## src/tse_pkg.sv

```systemverilog
// Shared constants, codes and types of the tab-to-space expander.
package tse_pkg;

    localparam int DEF_MAX_TAB_SIZE = 16;

    localparam int TAB_SIZE_W = 5;
    localparam logic [TAB_SIZE_W-1:0] TAB_SIZE_RESET = 5'd4;

    localparam int CFG_IDX_W  = 1;
    localparam int CFG_DATA_W = 5;

    typedef enum logic [CFG_IDX_W-1:0] {
        REG_TAB_SIZE      = 1'b0,
        REG_IGNORE_QUOTES = 1'b1
    } cfg_reg_t;

    localparam logic [7:0] CHAR_TAB       = 8'h09;
    localparam logic [7:0] CHAR_SPACE     = 8'h20;
    localparam logic [7:0] CHAR_BACKSLASH = 8'h5C;
    localparam logic [7:0] CHAR_SQUOTE    = 8'h27;
    localparam logic [7:0] CHAR_DQUOTE    = 8'h22;
    localparam logic [7:0] CHAR_LF        = 8'h0A;
    localparam logic [7:0] CHAR_CR        = 8'h0D;

    typedef struct packed {
        logic char_q;
        logic str_q;
        logic esc;
    } tse_flags_t;

endpackage

```

## src/tse_decode.sv

```systemverilog
// Per-byte decision: next column, next quote/escape flags, result byte and count of further repeats.
module tse_decode import tse_pkg::*; #(
    parameter int CW  = 4,
    parameter int TSW = 5
) (
    input  logic [7:0]     text_byte,
    input  logic           start_of_text,
    input  logic [CW-1:0]  col,
    input  tse_flags_t     flags,
    input  logic [TSW-1:0] ts,
    input  logic           ignore_quotes,
    output logic [CW-1:0]  col_next,
    output tse_flags_t     flags_next,
    output logic [7:0]     out_byte,
    output logic [CW-1:0]  run_cnt
);
    localparam int W = TSW + 1;

    always_comb begin
        logic [CW-1:0] ph;
        tse_flags_t    f;
        logic [W-1:0]  ph_inc;
        logic [CW-1:0] col_inc;
        logic [W-1:0]  gap;
        logic          nl;
        logic          cq;
        logic          sq;

        ph = start_of_text ? '0 : col;
        f  = start_of_text ? '0 : flags;
        nl = (text_byte == CHAR_LF) || (text_byte == CHAR_CR);

        ph_inc  = W'(ph) + W'(1);
        col_inc = (ph_inc == W'(ts)) ? '0 : ph_inc[CW-1:0];
        gap     = W'(ts) - W'(ph) - W'(1);

        col_next   = col_inc;
        flags_next = f;
        out_byte   = text_byte;
        run_cnt    = '0;
        cq         = f.char_q;
        sq         = f.str_q;

        if (f.esc) begin
            flags_next.esc = 1'b0;
        end else begin
            flags_next.esc = (text_byte == CHAR_BACKSLASH);
            if (!ignore_quotes && !sq && text_byte == CHAR_SQUOTE) cq = ~cq;
            if (!ignore_quotes && !cq && text_byte == CHAR_DQUOTE) sq = ~sq;
            if (nl) cq = 1'b0;
            flags_next.char_q = cq;
            flags_next.str_q  = sq;
            if (!(cq || sq)) begin
                if (nl) begin
                    col_next = '0;
                end else if (text_byte == CHAR_TAB) begin
                    col_next = '0;
                    out_byte = CHAR_SPACE;
                    run_cnt  = gap[CW-1:0];
                end
            end
        end
    end
endmodule

```

## src/tse_out_stage.sv

```systemverilog
// Result register: holds one byte and repeats it for the remaining count of a run.
module tse_out_stage #(
    parameter int CW = 4
) (
    input  logic          aclk,
    input  logic          aresetn,
    input  logic          load,
    input  logic [7:0]    load_byte,
    input  logic [CW-1:0] load_cnt,
    output logic          free,
    output logic          m_tvalid,
    input  logic          m_tready,
    output logic [7:0]    m_tdata,   // [7:0] out_byte
    output logic          m_tlast    // last_of_run
);
    logic          valid_reg;
    logic [7:0]    byte_reg;
    logic [CW-1:0] remain_reg;

    assign m_tvalid = valid_reg;
    assign m_tdata  = byte_reg;
    assign m_tlast  = (remain_reg == '0);
    assign free     = !valid_reg || (m_tready && remain_reg == '0);

    always_ff @(posedge aclk) begin
        if (!aresetn) begin
            valid_reg <= 1'b0;
        end else if (load) begin
            valid_reg <= 1'b1;
        end else if (valid_reg && m_tready) begin
            if (remain_reg == '0) valid_reg <= 1'b0;
        end
    end

    always_ff @(posedge aclk) begin
        if (load) begin
            byte_reg   <= load_byte;
            remain_reg <= load_cnt;
        end else if (valid_reg && m_tready && remain_reg != '0) begin
            remain_reg <= remain_reg - CW'(1);
        end
    end
endmodule

```

## src/tab_to_space_expander.sv

```systemverilog
// Top level of the tab-to-space expander: config registers, state and datapath wiring.
//
// Byte stream in, byte stream out. An ordinary byte (and any tab that is escaped or
// inside a '...' or "..." span) gives one result with m_tlast set. A tab outside
// quotes gives tab_size - column spaces, one per cycle from the result register
// while m_tready is high; m_tlast marks the last space. The next byte is accepted
// in the same cycle the last result of the previous one is taken, so the sustained
// rate is one result per cycle while m_tready is high. s_tuser starts a new text:
// column, quote spans and a pending escape are cleared before that byte. tab_size 0
// acts as 1 and values above MAX_TAB_SIZE act as MAX_TAB_SIZE. When tab_size is
// lowered to or below the current column, the column is reduced modulo the new size
// by one subtraction per cycle, and input is held off until it is below the new
// size. Configuration is to be written by the user only while the stream is idle;
// the block itself does not enforce it.
module tab_to_space_expander import tse_pkg::*; #(
    parameter int MAX_TAB_SIZE = DEF_MAX_TAB_SIZE
) (
    input  logic                  aclk,
    input  logic                  aresetn,
    // configuration write port
    input  logic                  cfg_wr_en,
    input  logic [CFG_IDX_W-1:0]  cfg_addr,
    input  logic [CFG_DATA_W-1:0] cfg_wdata,
    // input stream
    input  logic                  s_tvalid,
    output logic                  s_tready,
    input  logic [7:0]            s_tdata,   // [7:0] text_byte
    input  logic                  s_tuser,   // start_of_text
    // result stream
    output logic                  m_tvalid,
    input  logic                  m_tready,
    output logic [7:0]            m_tdata,   // [7:0] out_byte
    output logic                  m_tlast    // last_of_run
);
    // CW holds a column 0..MAX-1, TSW holds a tab size 1..MAX
    localparam int CW  = $clog2(MAX_TAB_SIZE);
    localparam int TSW = $clog2(MAX_TAB_SIZE + 1);

    logic [TAB_SIZE_W-1:0] tab_size_reg;
    logic                  ignore_quotes_reg;
    logic [TSW-1:0]        ts_eff;

    logic [CW-1:0]  col_reg;
    tse_flags_t     flags_reg;

    logic [CW-1:0]  dec_col;
    tse_flags_t     dec_flags;
    logic [7:0]     dec_byte;
    logic [CW-1:0]  dec_cnt;

    logic           out_free;
    logic           col_ok;
    logic           accept;

    // config registers
    always_ff @(posedge aclk) begin
        if (!aresetn) begin
            tab_size_reg      <= TAB_SIZE_RESET;
            ignore_quotes_reg <= 1'b0;
        end else if (cfg_wr_en) begin
            unique case (cfg_reg_t'(cfg_addr))
                REG_TAB_SIZE:      tab_size_reg      <= cfg_wdata[TAB_SIZE_W-1:0];
                REG_IGNORE_QUOTES: ignore_quotes_reg <= cfg_wdata[0];
                default: ;
            endcase
        end
    end

    // effective tab size: zero acts as 1, saturate at MAX_TAB_SIZE
    always_comb begin
        if (tab_size_reg == '0)
            ts_eff = TSW'(1);
        else if (32'(tab_size_reg) > 32'(MAX_TAB_SIZE))
            ts_eff = TSW'(MAX_TAB_SIZE);
        else
            ts_eff = TSW'(tab_size_reg);
    end

    // column must be below the tab size before a byte is taken
    assign col_ok   = (TSW'(col_reg) < ts_eff);
    assign s_tready = out_free && col_ok;
    assign accept   = s_tvalid && s_tready;

    tse_decode #(
        .CW  (CW),
        .TSW (TSW)
    ) u_decode (
        .text_byte     (s_tdata),
        .start_of_text (s_tuser),
        .col           (col_reg),
        .flags         (flags_reg),
        .ts            (ts_eff),
        .ignore_quotes (ignore_quotes_reg),
        .col_next      (dec_col),
        .flags_next    (dec_flags),
        .out_byte      (dec_byte),
        .run_cnt       (dec_cnt)
    );

    // column and quote state; reduce column after a tab size change
    always_ff @(posedge aclk) begin
        if (!aresetn) begin
            col_reg   <= '0;
            flags_reg <= '0;
        end else if (accept) begin
            col_reg   <= dec_col;
            flags_reg <= dec_flags;
        end else if (!col_ok) begin
            col_reg   <= CW'(TSW'(col_reg) - ts_eff);
        end
    end

    tse_out_stage #(
        .CW (CW)
    ) u_out (
        .aclk      (aclk),
        .aresetn   (aresetn),
        .load      (accept),
        .load_byte (dec_byte),
        .load_cnt  (dec_cnt),
        .free      (out_free),
        .m_tvalid  (m_tvalid),
        .m_tready  (m_tready),
        .m_tdata   (m_tdata),
        .m_tlast   (m_tlast)
    );
endmodule

```

## config.mk

```make
export PLATFORM = sky130hd
export DESIGN_NAME = tab_to_space_expander
export DESIGN_NICKNAME = d
export VERILOG_FILES = /design/src/tse_pkg.sv /design/src/tse_decode.sv /design/src/tse_out_stage.sv /design/src/tab_to_space_expander.sv
export SDC_FILE = /design/constraint.sdc
export NUM_CORES = 1
export LEC_CHECK = 0
export ABC_CLOCK_PERIOD_IN_PS = 6450
export BUFFER_PORTS_ARGS = -buffer_cell sky130_fd_sc_hd__buf_2
export CAP_MARGIN = 40
export CORE_AREA = 2 2 57 85
export CTS_CLUSTER_DIAMETER = 30
export DETAILED_ROUTE_END_ITERATION = 10
export DIE_AREA = 0 0 59 87
export PLACE_DENSITY = 0.65
export RECOVER_POWER = 50
export SYNTH_ARGS = -nofsm -noshare
export SYNTH_HDL_FRONTEND = slang
export SYNTH_SLANG_ARGS = --single-unit
```

## constraint.sdc

```tcl
create_clock -name aclk -period 6.45 [get_ports aclk]
set_clock_uncertainty 0.15 [all_clocks]
set_input_delay 0.645 -clock aclk [delete_from_list [all_inputs] [get_ports aclk]]
set_output_delay 0.645 -clock aclk [all_outputs]
set_load 0.02 [all_outputs]
```

==> results.yml <==
status:
  status: "completed"
route:
  via_count: 1330
  drt-initial-drc-count: 31
  wirelength_um: 3370
  wl_per_cell_um: 13.3
  final_antenna_net_count: 0
  viasPerCell: 5.26
  dr.pass1.iters: 4
  drc: 0
die:
  ios: 31
  die_h_um: 87
  die_area_um2: 5130
  core_area_um2: 4430
  rows: 30
  die_x_um: 59
  start_util_pct: 38.1
logic_synthesis:
  ys_types: 48
  async_flop_share_pct: 0
  synth-main-ff-cell: "dfxtp_1"
  synth_edf_count: 12
  ys_seq_elements: 26
  yosysWarnings: 0
  seq_area_frac_synth_pct: 37.9
  synthCells: 182
  syn-cell-area_um2: 1690
  synth.net_count: 212
  syn_avg_cell_area_um2: 9.28
cts:
  clockBufferDepth: 2
  cts_root_buffer: "clkbuf_8"
  cts_tree: "done"
  cts-hold-fix-buffers: 0
  clkLatencyLatePin_ns: 0.28
  post-cts-setup-buffers: 0
  numCtsBuffers: 3
  cts_num_sinks: 26
  cts_resized: 0
  htree_levels: 1
  clkSlewWorstSetupHoldPaths_ns: 0.09
sta:
  tightestPinTransition_ns: 0.853
  slew_viol_final: 0
  hold_violations: 0
  setup_viol: 0
  whs_ns: 0.333
  max_freq_mhz: 306
  rsz0062_at_grt: "no"
  finalCritPeriodShare_pct: 50.6
  fin_crit_ns: 3.26
  maxSlewHeadroom_pct: 42.8
  tns_ns: 0
pwr:
  powerDensity_nw_per_um2: 358
  ir_drop_mv: 0.174
  p_leak_nw: 0.727
cells_and_area:
  synthToLayoutAreaGrowth_pct: 11.9
  largest_reg_flops: 8
  layout.cells.non_filler: 253
  nNetsFinal: 236
  diodes: 0
  drive_gt1_share_pct: 12.2
setup_path:
  slowest_delay_ns: 0.66
  reg2reg_to: "u_out.remain_reg[1]$_DFFE_PP_"
  start_kind: "register"
  cp.arrival_ns: 2.47
  endpoint_kind: "primary output"
  cp.required_ns: 5.65
  cp_top_family: "simple AND/OR/NAND/NOR gates"
  crit_buf_inv: 2
  r2r_slack_ns: 3.31
  rr_startpoint: "tab_size_reg[4]$_SDFFE_PN0P_"
  setup.worst_path.class: "reg -> out"
  critPathSlowestCell: "nor3_1"
  reg2reg_depth: 9
  crit_fanout: 9
  crit_top_cell: "nor2_1"
  crit_chain: "nor2_1, ha_1, inv_1, maj3_2, a211oi_2, nor3_1, nor2_1, buf_2"
grt:
  grt_pass1_wl_um: 5590
  antenna_found_initial: 0
  grt_pass1_vias: 1291
  overflow: 0
  track_usage_pct: 14.1
  grt_max_degree: 16
place:
  dp_hpwl_um: 2650
  dpl.cell_count: 249
  portBuffers: 30
  gp_congestion: 0.886
worst_hold_path:
  min_to: "flags_reg[0]$_SDFFE_PN0N_"
  hp-class: "reg -> reg"
  worstHoldStart: "flags_reg[0]$_SDFFE_PN0N_"
  whs_path_depth: 2
job:
  cap_viol_max_count: 0
[worst max-delay path by stage]
| stage | startpoint | to | slack [ns] | cells past startpoint |
|---|---|---|---|---|
| CTS | tab_size_reg[4]$_SDFFE_PN0P_ | s_tready | 3.18 | 8 |
| global route | tab_size_reg[4]$_SDFFE_PN0P_ | u_out.remain_reg[1]$_DFFE_PP_ | 2.91 | 9 |
| global placement | tab_size_reg[4]$_SDFFE_PN0P_ | u_out.remain_reg[1]$_DFFE_PP_ | 3.33 | 9 |
| detailed placement | tab_size_reg[4]$_SDFFE_PN0P_ | u_out.remain_reg[1]$_DFFE_PP_ | 3.30 | 9 |
| finish | tab_size_reg[4]$_SDFFE_PN0P_ | s_tready | 3.19 | 8 |
| floorplan | u_out.remain_reg[0]$_DFFE_PP_ | u_out.remain_reg[1]$_DFFE_PP_ | 3.61 | 9 |
[tightest hold or removal path, cell delays in order (launching register included)]
cell and delay (ns):
dfxtp_1 0.33, nand2_1 0.06, a21oi_1 0.06
[power breakdown]
part | leakage [nW] | internal [mW] | switching [mW]
registers | 0.229 | 0.228 | 0.0320
logic | 0.462 | 0.110 | 0.168
clock network | 0.0357 | 0.0832 | 0.0550
total | 0.727 | 0.421 | 0.255
[cell type report]
cell class                      count  area (µm²)
Fill cell                         470        2540
Multi-Input combinational cell    130         932
Sequential cell                    26         641
Timing Repair Buffer               30         129
Tap cell                           48        60.1
Inverter                           15        56.3
Clock buffer                        3        41.3
Clock inverter                      1        30.0
[cell usage after synthesis, drive strengths merged, types with 2 or more instances]
master	instances	share of area, %
nor2	17	3.8
inv	15	3.3
dfxtp	14	17
edfxtp	12	21
a21oi	9	2.7
ha	9	6.7
nand2	9	2.0
xnor2	9	4.7
nor3	8	2.4
o21ai	8	2.4
clkbuf	7	1.6
mux2i	5	3.0
nor2b	5	2.0
a2111oi	4	2.1
a41oi	4	2.1
buf	4	1.6
nand2b	4	1.9
xor2	4	2.1
nand3	3	0.89
or3	3	1.1
a21boi	2	0.89
and2	2	0.74
and2b	2	0.96
and3b	2	1.0
and4bb	2	1.5
nand3b	2	0.89
nor4	2	1.1
[cells in the final DEF (no fill, tap or decap), types with 2 or more instances in the layout]
cell	netlist	routed
a2111oi_0	4	4
a21boi_0	2	2
a21oi_1	9	9
a41oi_1	4	4
and3b_1	2	2
buf_2	3	13
clkbuf_1	6	17
clkbuf_8	0	3
dfxtp_1	14	14
edfxtp_1	12	12
ha_1	9	9
inv_1	15	15
mux2i_1	5	5
nand2_1	9	9
nand2b_1	3	3
nand3_1	3	3
nand3b_1	2	2
nor2_1	17	17
nor2b_1	4	4
nor3_1	8	8
nor4_1	1	2
o21ai_0	8	8
or3_1	3	3
xnor2_1	9	9
xor2_1	4	4
[kinds of logic (layout without fill, tap and decap cells)]
| family | count (synthesis) | in the layout | share of synthesized area, % |
|---|---|---|---|
| adders and majority gates | 11 | 11 | 8.52 |
| xor gates and xnor gates | 13 | 13 | 6.74 |
| and+or+nand+nor | 67 | 67 | 23.1 |
| AOI/OAI and AO/OA | 33 | 33 | 13.6 |
| DFF | 26 | 26 | 37.9 |
| buffers and inverters | 26 | 49 | 6.52 |
| muxes | 6 | 6 | 3.63 |
[through the flow]
step / setup slack [ns] / power (mW) / util, % / instance area, µm²
after floorplan: 3.61 / 0.475 / - / 1690
after global placement: 3.33 / 0.546 / 41.7 / 1850
after detailed placement: 3.30 / 0.549 / 41.7 / 1850
after CTS: 3.18 / 0.689 / 43.3 / 1920
after global routing: 2.91 / 0.726 / 42.7 / 1890
final: 3.19 / 0.676 / 42.7 / 1890
[layer usage]
layer | vias up | part of all wire (%) | global-route usage (%)
met5 | - | 0 | 0
met4 | 0 | 1.6 | 5.58
met3 | 5 | 4.6 | 1.63
met2 | 31 | 51 | 25.1
met1 | 600 | 42 | 16.9
li1 | 694 | - | -
Power figures use the tool's default switching activity.
